===== config.mk =====
export PLATFORM = sky130hd
export DESIGN_NAME = timestamp_text_to_epoch_micros
export DESIGN_NICKNAME = d
export VERILOG_FILES = /design/src/rtl/tse_pkg.sv /design/src/rtl/tse_ctrl.sv /design/src/rtl/tse_dpath.sv /design/src/rtl/timestamp_text_to_epoch_micros.sv
export SDC_FILE = /design/constraint.sdc
export NUM_CORES = 2
export LEC_CHECK = 0
export BUFFER_PORTS_ARGS = -buffer_cell sky130_fd_sc_hd__buf_2
export CAP_MARGIN = 0
export CORE_MARGIN = 10
export CORE_UTILIZATION = 45
export DETAILED_ROUTE_END_ITERATION = 12
export PLACE_DENSITY = 0.58
export SETUP_SLACK_MARGIN = 0.05
export SYNTH_ARGS = -nofsm -noshare
export SYNTH_HDL_FRONTEND = slang
export SYNTH_SLANG_ARGS = --single-unit
export TNS_END_PERCENT = 5

===== constraint.sdc =====
create_clock -name clk -period 23.7 [get_ports clk]
set_clock_uncertainty 0.1 [all_clocks]
set_input_delay 0 -clock clk [delete_from_list [all_inputs] [get_ports clk]]
set_output_delay 0 -clock clk [all_outputs]
set_load 0.005 [all_outputs]

===== src/rtl/tse_pkg.sv =====
`default_nettype none

package tse_pkg;

	// Field and port widths
	localparam int unsigned CHAR_W          = 8;
	localparam int unsigned YEAR_W          = 14;
	localparam int unsigned FIELD_W         = 7;
	localparam int unsigned EPOCH_W         = 64;
	localparam int unsigned ERR_W           = 2;
	localparam int unsigned OUT_TDATA_W     = 72;
	localparam int unsigned POS_W           = 5;
	localparam int unsigned POW10_W         = 30;
	localparam int unsigned FRAC_DIGITS_DEF = 6;

	// Error codes on the result
	localparam logic [ERR_W-1:0] ERR_NONE      = 2'd0;
	localparam logic [ERR_W-1:0] ERR_DATE_TIME = 2'd1;
	localparam logic [ERR_W-1:0] ERR_OFFSET    = 2'd2;

	// ASCII codes
	localparam logic [CHAR_W-1:0] CH_TAB   = 8'h09;
	localparam logic [CHAR_W-1:0] CH_LF    = 8'h0A;
	localparam logic [CHAR_W-1:0] CH_CR    = 8'h0D;
	localparam logic [CHAR_W-1:0] CH_SPACE = 8'h20;
	localparam logic [CHAR_W-1:0] CH_PLUS  = 8'h2B;
	localparam logic [CHAR_W-1:0] CH_DASH  = 8'h2D;
	localparam logic [CHAR_W-1:0] CH_DOT   = 8'h2E;
	localparam logic [CHAR_W-1:0] CH_0     = 8'h30;
	localparam logic [CHAR_W-1:0] CH_9     = 8'h39;
	localparam logic [CHAR_W-1:0] CH_COLON = 8'h3A;
	localparam logic [CHAR_W-1:0] CH_T_UP  = 8'h54;
	localparam logic [CHAR_W-1:0] CH_T_LO  = 8'h74;

	typedef enum logic [4:0] {
		ST_START,
		ST_FIXED,
		ST_AFTER_SEC,
		ST_FRAC,
		ST_OFF_H1,
		ST_OFF_H2,
		ST_OFF_COLON,
		ST_OFF_M1,
		ST_OFF_M2,
		ST_DONE,
		ST_ERR_DT,
		ST_ERR_OFF,
		ST_CV1,
		ST_CV2,
		ST_CV3,
		ST_CV4,
		ST_CV5,
		ST_CV6,
		ST_CV7,
		ST_EMIT
	} state_t;

	typedef enum logic [3:0] {
		ACC_NONE,
		ACC_YEAR,
		ACC_MONTH,
		ACC_DAY,
		ACC_HOUR,
		ACC_MIN,
		ACC_SEC,
		ACC_FRAC,
		ACC_OFF_H,
		ACC_OFF_M
	} acc_sel_t;

	typedef enum logic [2:0] {
		CV_IDLE,
		CV_1,
		CV_2,
		CV_3,
		CV_4,
		CV_5,
		CV_6,
		CV_7
	} cv_step_t;

	typedef enum logic [1:0] {
		OUT_EPOCH,
		OUT_BLANK,
		OUT_ERR_DT,
		OUT_ERR_OFF
	} out_kind_t;

	// Controller to datapath
	typedef struct packed {
		acc_sel_t  acc_sel;
		logic      set_sign;
		logic      sign_neg;
		logic      clear;
		cv_step_t  cv_step;
		logic      load_out;
		out_kind_t out_kind;
	} cmd_t;

	// Datapath to controller
	typedef struct packed {
		logic is_digit;
		logic is_blank;
		logic is_dash;
		logic is_colon;
		logic is_tsep;
		logic is_dot;
		logic is_plus;
		logic is_minus;
		logic out_busy;
	} status_t;

	// Powers of ten for fraction padding
	function automatic logic [POW10_W-1:0] pow10(input logic [3:0] n);
		logic [POW10_W-1:0] r;
		case (n)
			4'd0:    r = 30'd1;
			4'd1:    r = 30'd10;
			4'd2:    r = 30'd100;
			4'd3:    r = 30'd1000;
			4'd4:    r = 30'd10000;
			4'd5:    r = 30'd100000;
			4'd6:    r = 30'd1000000;
			4'd7:    r = 30'd10000000;
			4'd8:    r = 30'd100000000;
			4'd9:    r = 30'd1000000000;
			default: r = '0;
		endcase
		return r;
	endfunction

endpackage

`default_nettype wire


===== src/rtl/tse_ctrl.sv =====
`default_nettype none

module tse_ctrl import tse_pkg::*; (
	input  logic    clk,
	input  logic    arst_n,
	input  logic    in_valid,
	input  logic    in_last,
	output logic    in_ready,
	input  status_t status,
	output cmd_t    cmd
);

	// Positions inside YYYY-MM-DDTHH:MM:SS
	localparam logic [POS_W-1:0] POS_DASH1  = 5'd4;
	localparam logic [POS_W-1:0] POS_DASH2  = 5'd7;
	localparam logic [POS_W-1:0] POS_TSEP   = 5'd10;
	localparam logic [POS_W-1:0] POS_COLON1 = 5'd13;
	localparam logic [POS_W-1:0] POS_COLON2 = 5'd16;
	localparam logic [POS_W-1:0] POS_LAST   = 5'd18;

	state_t           state_q, state_d;
	logic [POS_W-1:0] pos_q, pos_d;
	out_kind_t        kind_q, kind_d;

	logic             accept;
	logic [POS_W-1:0] fix_pos;
	logic             fix_ok;
	acc_sel_t         fix_acc;
	state_t           p_next;
	logic [POS_W-1:0] pos_next;
	acc_sel_t         p_acc;
	logic             p_sign;
	out_kind_t        p_kind;

	assign accept  = in_valid && in_ready;
	assign fix_pos = (state_q == ST_FIXED) ? pos_q : '0;

	// Decode one character of the fixed part
	always_comb begin
		fix_acc = ACC_NONE;
		case (fix_pos)
			POS_DASH1, POS_DASH2:   fix_ok = status.is_dash;
			POS_TSEP:               fix_ok = status.is_tsep;
			POS_COLON1, POS_COLON2: fix_ok = status.is_colon;
			default: begin
				fix_ok = status.is_digit;
				if (fix_pos < POS_DASH1)
					fix_acc = ACC_YEAR;
				else if (fix_pos < POS_DASH2)
					fix_acc = ACC_MONTH;
				else if (fix_pos < POS_TSEP)
					fix_acc = ACC_DAY;
				else if (fix_pos < POS_COLON1)
					fix_acc = ACC_HOUR;
				else if (fix_pos < POS_COLON2)
					fix_acc = ACC_MIN;
				else
					fix_acc = ACC_SEC;
			end
		endcase
	end

	// Parse step: phase after this character and what it feeds
	always_comb begin
		p_next   = state_q;
		pos_next = pos_q;
		p_acc    = ACC_NONE;
		p_sign   = 1'b0;
		case (state_q)
			ST_START, ST_FIXED: begin
				if (state_q == ST_FIXED || !status.is_blank) begin
					if (fix_ok) begin
						p_next   = (fix_pos == POS_LAST) ? ST_AFTER_SEC : ST_FIXED;
						pos_next = fix_pos + 5'd1;
						p_acc    = fix_acc;
					end else begin
						p_next = ST_ERR_DT;
					end
				end
			end
			ST_AFTER_SEC, ST_FRAC: begin
				if (state_q == ST_AFTER_SEC && status.is_dot) begin
					p_next = ST_FRAC;
				end else if (state_q == ST_FRAC && status.is_digit) begin
					p_acc = ACC_FRAC;
				end else if (status.is_plus || status.is_minus) begin
					p_next = ST_OFF_H1;
					p_sign = 1'b1;
				end else begin
					p_next = ST_DONE;
				end
			end
			ST_OFF_H1, ST_OFF_H2: begin
				if (status.is_digit) begin
					p_acc  = ACC_OFF_H;
					p_next = (state_q == ST_OFF_H1) ? ST_OFF_H2 : ST_OFF_COLON;
				end else begin
					p_next = ST_ERR_OFF;
				end
			end
			ST_OFF_COLON: begin
				p_next = status.is_colon ? ST_OFF_M1 : ST_ERR_OFF;
			end
			ST_OFF_M1, ST_OFF_M2: begin
				if (status.is_digit) begin
					p_acc  = ACC_OFF_M;
					p_next = (state_q == ST_OFF_M1) ? ST_OFF_M2 : ST_DONE;
				end else begin
					p_next = ST_ERR_OFF;
				end
			end
			default: ;
		endcase
	end

	// Classify the text once its last character is in
	always_comb begin
		case (p_next)
			ST_START:                        p_kind = OUT_BLANK;
			ST_FIXED, ST_ERR_DT:             p_kind = OUT_ERR_DT;
			ST_OFF_H1, ST_OFF_H2, ST_OFF_COLON,
			ST_OFF_M1, ST_OFF_M2, ST_ERR_OFF: p_kind = OUT_ERR_OFF;
			default:                         p_kind = OUT_EPOCH;
		endcase
	end

	// Next state
	always_comb begin
		state_d = state_q;
		pos_d   = pos_q;
		kind_d  = kind_q;
		case (state_q)
			ST_CV1: state_d = ST_CV2;
			ST_CV2: state_d = ST_CV3;
			ST_CV3: state_d = ST_CV4;
			ST_CV4: state_d = ST_CV5;
			ST_CV5: state_d = ST_CV6;
			ST_CV6: state_d = ST_CV7;
			ST_CV7: state_d = ST_EMIT;
			ST_EMIT: begin
				if (!status.out_busy) begin
					state_d = ST_START;
					pos_d   = '0;
				end
			end
			default: begin
				if (accept) begin
					pos_d = pos_next;
					if (in_last) begin
						kind_d  = p_kind;
						state_d = (p_kind == OUT_EPOCH) ? ST_CV1 : ST_EMIT;
					end else begin
						state_d = p_next;
					end
				end
			end
		endcase
	end

	// Outputs
	always_comb begin
		in_ready     = 1'b1;
		cmd.acc_sel  = ACC_NONE;
		cmd.set_sign = 1'b0;
		cmd.sign_neg = status.is_minus;
		cmd.clear    = 1'b0;
		cmd.cv_step  = CV_IDLE;
		cmd.load_out = 1'b0;
		cmd.out_kind = kind_q;
		case (state_q)
			ST_CV1: begin in_ready = 1'b0; cmd.cv_step = CV_1; end
			ST_CV2: begin in_ready = 1'b0; cmd.cv_step = CV_2; end
			ST_CV3: begin in_ready = 1'b0; cmd.cv_step = CV_3; end
			ST_CV4: begin in_ready = 1'b0; cmd.cv_step = CV_4; end
			ST_CV5: begin in_ready = 1'b0; cmd.cv_step = CV_5; end
			ST_CV6: begin in_ready = 1'b0; cmd.cv_step = CV_6; end
			ST_CV7: begin in_ready = 1'b0; cmd.cv_step = CV_7; end
			ST_EMIT: begin
				in_ready     = 1'b0;
				cmd.load_out = !status.out_busy;
				cmd.clear    = !status.out_busy;
			end
			default: begin
				cmd.acc_sel  = accept ? p_acc : ACC_NONE;
				cmd.set_sign = accept && p_sign;
			end
		endcase
	end

	// State registers
	always_ff @(posedge clk or negedge arst_n) begin
		if (!arst_n) begin
			state_q <= ST_START;
			pos_q   <= '0;
			kind_q  <= OUT_EPOCH;
		end else begin
			state_q <= state_d;
			pos_q   <= pos_d;
			kind_q  <= kind_d;
		end
	end

endmodule

`default_nettype wire


===== src/rtl/tse_dpath.sv =====
`default_nettype none

module tse_dpath import tse_pkg::*; #(
	parameter int unsigned FRACTION_DIGITS = FRAC_DIGITS_DEF
) (
	input  logic                clk,
	input  logic                arst_n,
	input  logic [CHAR_W-1:0]   char_in,
	input  cmd_t                cmd,
	output status_t             status,
	output logic                out_valid,
	input  logic                out_ready,
	output logic [EPOCH_W-1:0]  epoch_micros,
	output logic [ERR_W-1:0]    parse_error,
	output logic                was_blank
);

	localparam int unsigned TAKEN_W = $clog2(FRACTION_DIGITS + 1);
	localparam int unsigned FRAC_W  = $clog2(10**FRACTION_DIGITS);
	localparam int unsigned SCALE_W = $clog2(10**FRACTION_DIGITS + 1);
	localparam logic [SCALE_W-1:0] SCALE_V = SCALE_W'(10**FRACTION_DIGITS);
	localparam logic [TAKEN_W-1:0] TAKEN_MAX = TAKEN_W'(FRACTION_DIGITS);

	// Parse accumulators
	logic [YEAR_W-1:0]  year_q;
	logic [FIELD_W-1:0] month_q, day_q, hour_q, minute_q, second_q;
	logic [FIELD_W-1:0] off_h_q, off_m_q;
	logic [FRAC_W-1:0]  frac_q;
	logic [TAKEN_W-1:0] taken_q;
	logic               off_neg_q;

	// Conversion registers
	logic signed [14:0] yadj_q;
	logic signed [5:0]  era_q;
	logic [14:0]        doynum_q;
	logic [18:0]        tod_q, offv_q;
	logic [8:0]         yoe_q;
	logic signed [12:0] doy_q;
	logic [FRAC_W-1:0]  frac_s_q;
	logic signed [20:0] tsec_q;
	logic signed [18:0] doe_q;
	logic signed [23:0] days_q;
	logic signed [47:0] secs_q;
	logic [63:0]        plo_q;
	logic [31:0]        phi_q;

	// Output register
	logic               out_valid_q;
	logic [EPOCH_W-1:0] epoch_q;
	logic [ERR_W-1:0]   err_q;
	logic               blank_q;

	logic [3:0]         digit;
	logic               m_le2;
	logic signed [14:0] yadj_c;
	logic [26:0]        era_prod;
	logic signed [5:0]  era_c;
	logic [FIELD_W-1:0] mshift;
	logic [28:0]        q5_prod;
	logic signed [15:0] yoe_w;
	logic [1:0]         d100;
	logic [31:0]        secs_hi;

	// Character classes
	assign digit           = 4'(char_in - CH_0);
	assign status.is_digit = (char_in >= CH_0) && (char_in <= CH_9);
	assign status.is_blank = (char_in == CH_SPACE) || (char_in == CH_TAB) ||
	                         (char_in == CH_CR) || (char_in == CH_LF);
	assign status.is_dash  = (char_in == CH_DASH);
	assign status.is_colon = (char_in == CH_COLON);
	assign status.is_tsep  = (char_in == CH_T_UP) || (char_in == CH_T_LO) ||
	                         (char_in == CH_SPACE);
	assign status.is_dot   = (char_in == CH_DOT);
	assign status.is_plus  = (char_in == CH_PLUS);
	assign status.is_minus = (char_in == CH_DASH);
	assign status.out_busy = out_valid_q && !out_ready;

	// Shift digits into the accumulators
	always_ff @(posedge clk or negedge arst_n) begin
		if (!arst_n) begin
			year_q    <= '0;
			month_q   <= '0;
			day_q     <= '0;
			hour_q    <= '0;
			minute_q  <= '0;
			second_q  <= '0;
			off_h_q   <= '0;
			off_m_q   <= '0;
			frac_q    <= '0;
			taken_q   <= '0;
			off_neg_q <= 1'b0;
		end else if (cmd.clear) begin
			year_q    <= '0;
			month_q   <= '0;
			day_q     <= '0;
			hour_q    <= '0;
			minute_q  <= '0;
			second_q  <= '0;
			off_h_q   <= '0;
			off_m_q   <= '0;
			frac_q    <= '0;
			taken_q   <= '0;
			off_neg_q <= 1'b0;
		end else begin
			case (cmd.acc_sel)
				ACC_YEAR:  year_q   <= year_q * YEAR_W'(10) + YEAR_W'(digit);
				ACC_MONTH: month_q  <= month_q * FIELD_W'(10) + FIELD_W'(digit);
				ACC_DAY:   day_q    <= day_q * FIELD_W'(10) + FIELD_W'(digit);
				ACC_HOUR:  hour_q   <= hour_q * FIELD_W'(10) + FIELD_W'(digit);
				ACC_MIN:   minute_q <= minute_q * FIELD_W'(10) + FIELD_W'(digit);
				ACC_SEC:   second_q <= second_q * FIELD_W'(10) + FIELD_W'(digit);
				ACC_OFF_H: off_h_q  <= off_h_q * FIELD_W'(10) + FIELD_W'(digit);
				ACC_OFF_M: off_m_q  <= off_m_q * FIELD_W'(10) + FIELD_W'(digit);
				ACC_FRAC: begin
					// Drop digits beyond the kept precision
					if (taken_q < TAKEN_MAX) begin
						frac_q  <= frac_q * FRAC_W'(10) + FRAC_W'(digit);
						taken_q <= taken_q + TAKEN_W'(1);
					end
				end
				default: ;
			endcase
			if (cmd.set_sign)
				off_neg_q <= cmd.sign_neg;
		end
	end

	// Step 1: shifted year, era, month index, time of day, offset
	assign m_le2    = (month_q <= FIELD_W'(2));
	assign yadj_c   = $signed(15'(year_q)) - $signed(15'(m_le2));
	assign era_prod = 27'(yadj_c[13:0]) * 27'd5243;
	assign era_c    = yadj_c[14] ? -6'sd1 : $signed(6'(era_prod >> 21));
	assign mshift   = m_le2 ? (month_q + FIELD_W'(9)) : (month_q - FIELD_W'(3));

	// Step 2 helpers: year of era, day of year by five
	assign yoe_w   = 16'(yadj_q) - 16'(era_q) * 16'sd400;
	assign q5_prod = 29'(doynum_q) * 29'd13108;

	// Step 3 helper: year of era over a hundred
	assign d100 = 2'(yoe_q >= 9'd100) + 2'(yoe_q >= 9'd200) + 2'(yoe_q >= 9'd300);

	// Step 7 helper: upper word of the sign-extended seconds
	assign secs_hi = {{16{secs_q[47]}}, secs_q[47:32]};

	// Conversion sequence, one step per cycle
	always_ff @(posedge clk) begin
		case (cmd.cv_step)
			CV_1: begin
				yadj_q   <= yadj_c;
				era_q    <= era_c;
				doynum_q <= 15'(mshift) * 15'd153 + 15'd2;
				tod_q    <= 19'(hour_q) * 19'd3600 + 19'(minute_q) * 19'd60 + 19'(second_q);
				offv_q   <= 19'(off_h_q) * 19'd3600 + 19'(off_m_q) * 19'd60;
			end
			CV_2: begin
				yoe_q    <= yoe_w[8:0];
				doy_q    <= $signed(13'(q5_prod >> 16)) + $signed(13'(day_q)) - 13'sd1;
				frac_s_q <= FRAC_W'(frac_q * pow10(4'(TAKEN_MAX - taken_q)));
				// Subtract the offset: a negative offset adds
				tsec_q   <= off_neg_q ? ($signed(21'(tod_q)) + $signed(21'(offv_q)))
				                      : ($signed(21'(tod_q)) - $signed(21'(offv_q)));
			end
			CV_3: begin
				doe_q <= $signed(19'(yoe_q) * 19'd365 + 19'(yoe_q >> 2) - 19'(d100))
				         + 19'(doy_q);
			end
			CV_4: begin
				days_q <= 24'(era_q) * 24'sd146097 + 24'(doe_q) - 24'sd719468;
			end
			CV_5: begin
				secs_q <= 48'(days_q) * 48'sd86400 + 48'(tsec_q);
			end
			CV_6: begin
				plo_q <= 64'(secs_q[31:0]) * 64'(SCALE_V);
			end
			CV_7: begin
				phi_q <= 32'(secs_hi * 32'(SCALE_V));
			end
			default: ;
		endcase
	end

	// Output register: load the result, hold until taken
	always_ff @(posedge clk or negedge arst_n) begin
		if (!arst_n)
			out_valid_q <= 1'b0;
		else if (cmd.load_out)
			out_valid_q <= 1'b1;
		else if (out_ready)
			out_valid_q <= 1'b0;
	end

	always_ff @(posedge clk) begin
		if (cmd.load_out) begin
			case (cmd.out_kind)
				OUT_EPOCH: begin
					epoch_q <= plo_q + {phi_q, 32'b0} + 64'(frac_s_q);
					err_q   <= ERR_NONE;
					blank_q <= 1'b0;
				end
				OUT_BLANK: begin
					epoch_q <= '0;
					err_q   <= ERR_NONE;
					blank_q <= 1'b1;
				end
				OUT_ERR_DT: begin
					epoch_q <= '0;
					err_q   <= ERR_DATE_TIME;
					blank_q <= 1'b0;
				end
				default: begin
					epoch_q <= '0;
					err_q   <= ERR_OFFSET;
					blank_q <= 1'b0;
				end
			endcase
		end
	end

	assign out_valid    = out_valid_q;
	assign epoch_micros = epoch_q;
	assign parse_error  = err_q;
	assign was_blank    = blank_q;

endmodule

`default_nettype wire


===== src/rtl/timestamp_text_to_epoch_micros.sv =====
`default_nettype none

// Channel   Dir  Bits  Contents
// s_axis    in   8+1   tdata: char_in; tlast: last_char
// m_axis    out  72    tdata: epoch_micros, parse_error, was_blank
//
// After the last character the datapath runs a seven-step conversion sequence (one
// multiplier stage per step) and one output load; a blank or malformed text skips
// the conversion and goes straight to the load. Input is held off during the
// conversion and the load. The load also waits while the output register is full.
// Reset is asynchronous and returns the parser to skipping leading whitespace.
module timestamp_text_to_epoch_micros import tse_pkg::*; #(
	parameter int unsigned FRACTION_DIGITS = FRAC_DIGITS_DEF
) (
	input  logic                   clk,
	input  logic                   arst_n,
	input  logic                   s_axis_tvalid,
	output logic                   s_axis_tready,
	input  logic [CHAR_W-1:0]      s_axis_tdata,  // [7:0] char_in
	input  logic                   s_axis_tlast,
	output logic                   m_axis_tvalid,
	input  logic                   m_axis_tready,
	output logic [OUT_TDATA_W-1:0] m_axis_tdata   // [63:0] epoch_micros,
	                                              // [65:64] parse_error,
	                                              // [66] was_blank
);

	cmd_t               cmd;
	status_t            status;
	logic [EPOCH_W-1:0] epoch_micros;
	logic [ERR_W-1:0]   parse_error;
	logic               was_blank;

	tse_ctrl u_ctrl (
		.clk      (clk),
		.arst_n   (arst_n),
		.in_valid (s_axis_tvalid),
		.in_last  (s_axis_tlast),
		.in_ready (s_axis_tready),
		.status   (status),
		.cmd      (cmd)
	);

	tse_dpath #(
		.FRACTION_DIGITS (FRACTION_DIGITS)
	) u_dpath (
		.clk          (clk),
		.arst_n       (arst_n),
		.char_in      (s_axis_tdata),
		.cmd          (cmd),
		.status       (status),
		.out_valid    (m_axis_tvalid),
		.out_ready    (m_axis_tready),
		.epoch_micros (epoch_micros),
		.parse_error  (parse_error),
		.was_blank    (was_blank)
	);

	// Pack the result fields, zero pad to whole bytes
	assign m_axis_tdata = {
		(OUT_TDATA_W - EPOCH_W - ERR_W - 1)'(0), was_blank, parse_error, epoch_micros
	};

endmodule

`default_nettype wire

==> results.sh <==
export IMPL_synthCells=6177
export IMPL_setup_tns_ns=0
export IMPL_crit_path_end_kind="flip-flop"
export IMPL_max_stage_delay_ns=0.83
export IMPL_postCtsSetupBuffers=0
export IMPL_setup_violations=0
export IMPL_drc=0
export IMPL_synth_cell_types=93
export IMPL_path_clk_slew_ns=0.06
export IMPL_cp_data_required_time_ns=24.05
export IMPL_num_nets_final=8071
export IMPL_viasPerCell=5.08
export IMPL_postCtsHoldBufs=15
export IMPL_core_mm2=0.136
export IMPL_grt_use_total=0.172
export IMPL_antenna_found_initial=1
export IMPL_cts_made_buffers=59
export IMPL_setup_worst_path_start_class="flip-flop"
export IMPL_dieHeight_um=390
export IMPL_worst_path_max_fanout=22
export IMPL_synth_edf_count=354
export IMPL_routed_wl_mm=129
export IMPL_drive_above_1_share=0.0396
export IMPL_maxCapViolations=0
export IMPL_clock_latency_ns=0.70
export IMPL_root_buffer="clkbuf_16"
export IMPL_numPortBuffers=81
export IMPL_area_growth_syn_to_layout_pct=7.56
export IMPL_grt_max_degree=69
export IMPL_crit_type="flip-flop to flip-flop"
export IMPL_cts_tree="yes"
export IMPL_vias=41172
export IMPL_netlist_area_mm2=0.0617
export IMPL_cp_buffers_inverters=5
export IMPL_ys_flop_type="edfxtp_1"
export IMPL_period_share=0.351
export IMPL_cp_top_family="adder cells"
export IMPL_ys_seq_elements=454
export IMPL_tightest_slew_ns=1.10
export IMPL_outcome="complete, no violations"
export IMPL_syn_avg_cell_area_um2=9.99
export IMPL_report_final_hold_viol_count=0
export IMPL_relSlewSlack=0.265
export IMPL_critPathSlowestCell="nor2_1"
export IMPL_dieWidth_um=390
export IMPL_period_needed_ns=8.31
export IMPL_dieArea_mm2=0.152
export IMPL_drtPass1Iterations=5
export IMPL_rows=135
export IMPL_grt_pass1_vias=42618
export IMPL_yosysWarnings=0
export IMPL_ctsResizeCount=0
export IMPL_rsz0062_at_grt="no"
export IMPL_first_iter_violations=1705
export IMPL_diodes=0
export IMPL_grt_overflow_total=0
export IMPL_start_util=0.455
export IMPL_ys_seq_area_frac=0.213
export IMPL_arrival_ns=8.66
export IMPL_htree_levels=2
export IMPL_finalMaxSlewViolations=0
export IMPL_cts_buffer_depth=3
export IMPL_reg2reg_slack_ns=15.39
export IMPL_io_pins=87
export IMPL_hold_class="input port to flip-flop"
export IMPL_place_hpwl_mm=107
export IMPL_routabilityCongestion=0.873
export IMPL_wl_per_cell_um=15.9
export IMPL_fmax_ghz=0.120
export IMPL_grt_pass1_wl_mm=218
export IMPL_clock_sinks=454
export IMPL_async_flop_share=0.220
export IMPL_ant_nets=0
## registers in the layout, indices dropped and copies added (netlist names), 9 cells and up, named ones only
name	flops
u_dpath.epoch_micros	64
u_dpath.plo_q	46
u_dpath.secs_q	43
u_dpath.phi_q	26
u_dpath.days_q	24
u_dpath.tsec_q	21
u_dpath.frac_q	20
u_dpath.frac_s_q	20
u_dpath.doe_q	19
u_dpath.tod_q	19
u_dpath.offv_q	17
u_dpath.doynum_q	15
u_dpath.year_q	14
u_dpath.doy_q	13
u_dpath.yadj_q	9
u_dpath.yoe_q	9
## cell usage after synthesis (15+ instances only)
library cell	count	area share
o21bai_1	59	0.0072
nor3_1	67	0.0054
nor2b_1	56	0.0057
nand2_1	296	0.018
ha_1	1136	0.23
xnor2_1	345	0.049
o31ai_1	28	0.0034
o21ai_0	221	0.018
and2_1	92	0.0093
or3_1	22	0.0022
xor2_1	150	0.021
a21oi_1	296	0.024
fa_1	656	0.21
edfxtp_1	354	0.17
inv_1	1206	0.073
o21a_1	50	0.0061
a31oi_1	26	0.0026
dfrtp_1	100	0.041
and3_1	64	0.0065
nor3b_1	27	0.0033
o211ai_1	23	0.0028
clkbuf_1	82	0.0050
a21o_1	117	0.014
mux2i_1	19	0.0031
or2_2	15	0.0015
nand4_1	23	0.0023
nand3_1	100	0.0081
nor2_1	274	0.017
nand2b_1	56	0.0057
a211oi_1	28	0.0034
## logic make-up after synthesis
logic type               Yosys count  share of synthesized area
other                              1                  0.0000607
AO/OA/AOI/OAI                    968                     0.0991
AND/OR/NAND/NOR                 1135                     0.0904
buffers and inverters           1308                     0.0805
flip-flops                       454                      0.213
XOR/XNOR                         495                     0.0702
multiplexers                      22                    0.00363
adder cells (fa/ha/maj)         1794                      0.443
## path summary, 6_finish.rpt
check                      depth (start not counted)          startpoint                   end
max                                               26  u_dpath.taken_q[0]  u_dpath.frac_s_q[18]
min                                                5     s_axis_tdata[3]    u_dpath.off_m_q[3]
max reg2reg                                       26  u_dpath.taken_q[0]  u_dpath.frac_s_q[18]
min reg2reg                                        0   u_dpath.tsec_q[4]     u_dpath.secs_q[4]
max in group asynchronous                          4              arst_n    u_dpath.year_q[10]
min in group asynchronous                          4              arst_n     u_ctrl.state_q[2]
## metal layers
layer,part of all wire,routed length (um),track usage
met5,0.00010,13,0
met4,0.026,3290,0.0460
met3,0.036,4680,0.0214
met2,0.46,59400,0.285
met1,0.48,61500,0.236
## stage by stage
stage	cell area [um2]	util	hold slack, ns	setup slack (ns)	std cells
finish	66400	0.489	0.0391	15.39	8098
global route	66400	0.489	0.0539	14.83	8098
CTS	66400	0.489	0.00615	15.36	8098
detailed placement	64200	0.473	-0.102	15.35	7971
global placement	64200	0.473	-0.106	15.41	7971
floorplan	61700	-	-0.396	16.07	6181
## worst reg2reg max path, cell delays in order, from the launching register on
cell and delay (ns):
dfrtp_1 0.76, inv_1 0.22, ha_1 0.44, nor2_1 0.19, a21oi_1 0.06, nor2_1 0.83, and2_1 0.27, fa_1 0.41
inv_1 0.08, fa_1 0.44, fa_1 0.54, inv_1 0.04, ha_1 0.29, ha_1 0.28, inv_1 0.05, fa_1 0.53
inv_1 0.05, fa_1 0.47, ha_1 0.34, a21oi_1 0.22, o21bai_1 0.09, a21oi_1 0.21, o21ai_0 0.15, o41ai_1 0.57
o21ai_0 0.19, a21oi_1 0.20, xnor2_1 0.08
## placed cells by master (no fill, tap or decap), types with 80 or more instances in the layout
| cell | Yosys | routed |
|---|---|---|
| a21o_1 | 117 | 117 |
| a21oi_1 | 296 | 296 |
| and2_1 | 92 | 92 |
| buf_2 | 5 | 80 |
| dfrtp_1 | 100 | 100 |
| edfxtp_1 | 354 | 354 |
| fa_1 | 656 | 656 |
| ha_1 | 1136 | 1136 |
| inv_1 | 1206 | 1205 |
| nand2_1 | 296 | 295 |
| nand3_1 | 100 | 100 |
| nor2_1 | 274 | 269 |
| o21ai_0 | 221 | 221 |
| xnor2_1 | 345 | 345 |
| xor2_1 | 150 | 150 |
## cell type report
class                   count  area, um2
fillers                 12649      69400
multi-input cells        4419      43700
flip-flops and latches    454      13100
inverters                1207       4530
well taps                1781       2230
clock buffers              66       1500
repair buffers            125        786
clock inverters            46        537
Power is not shown: default switching activity piles up to over one toggle a cycle in this logic, so the estimate is an artifact.
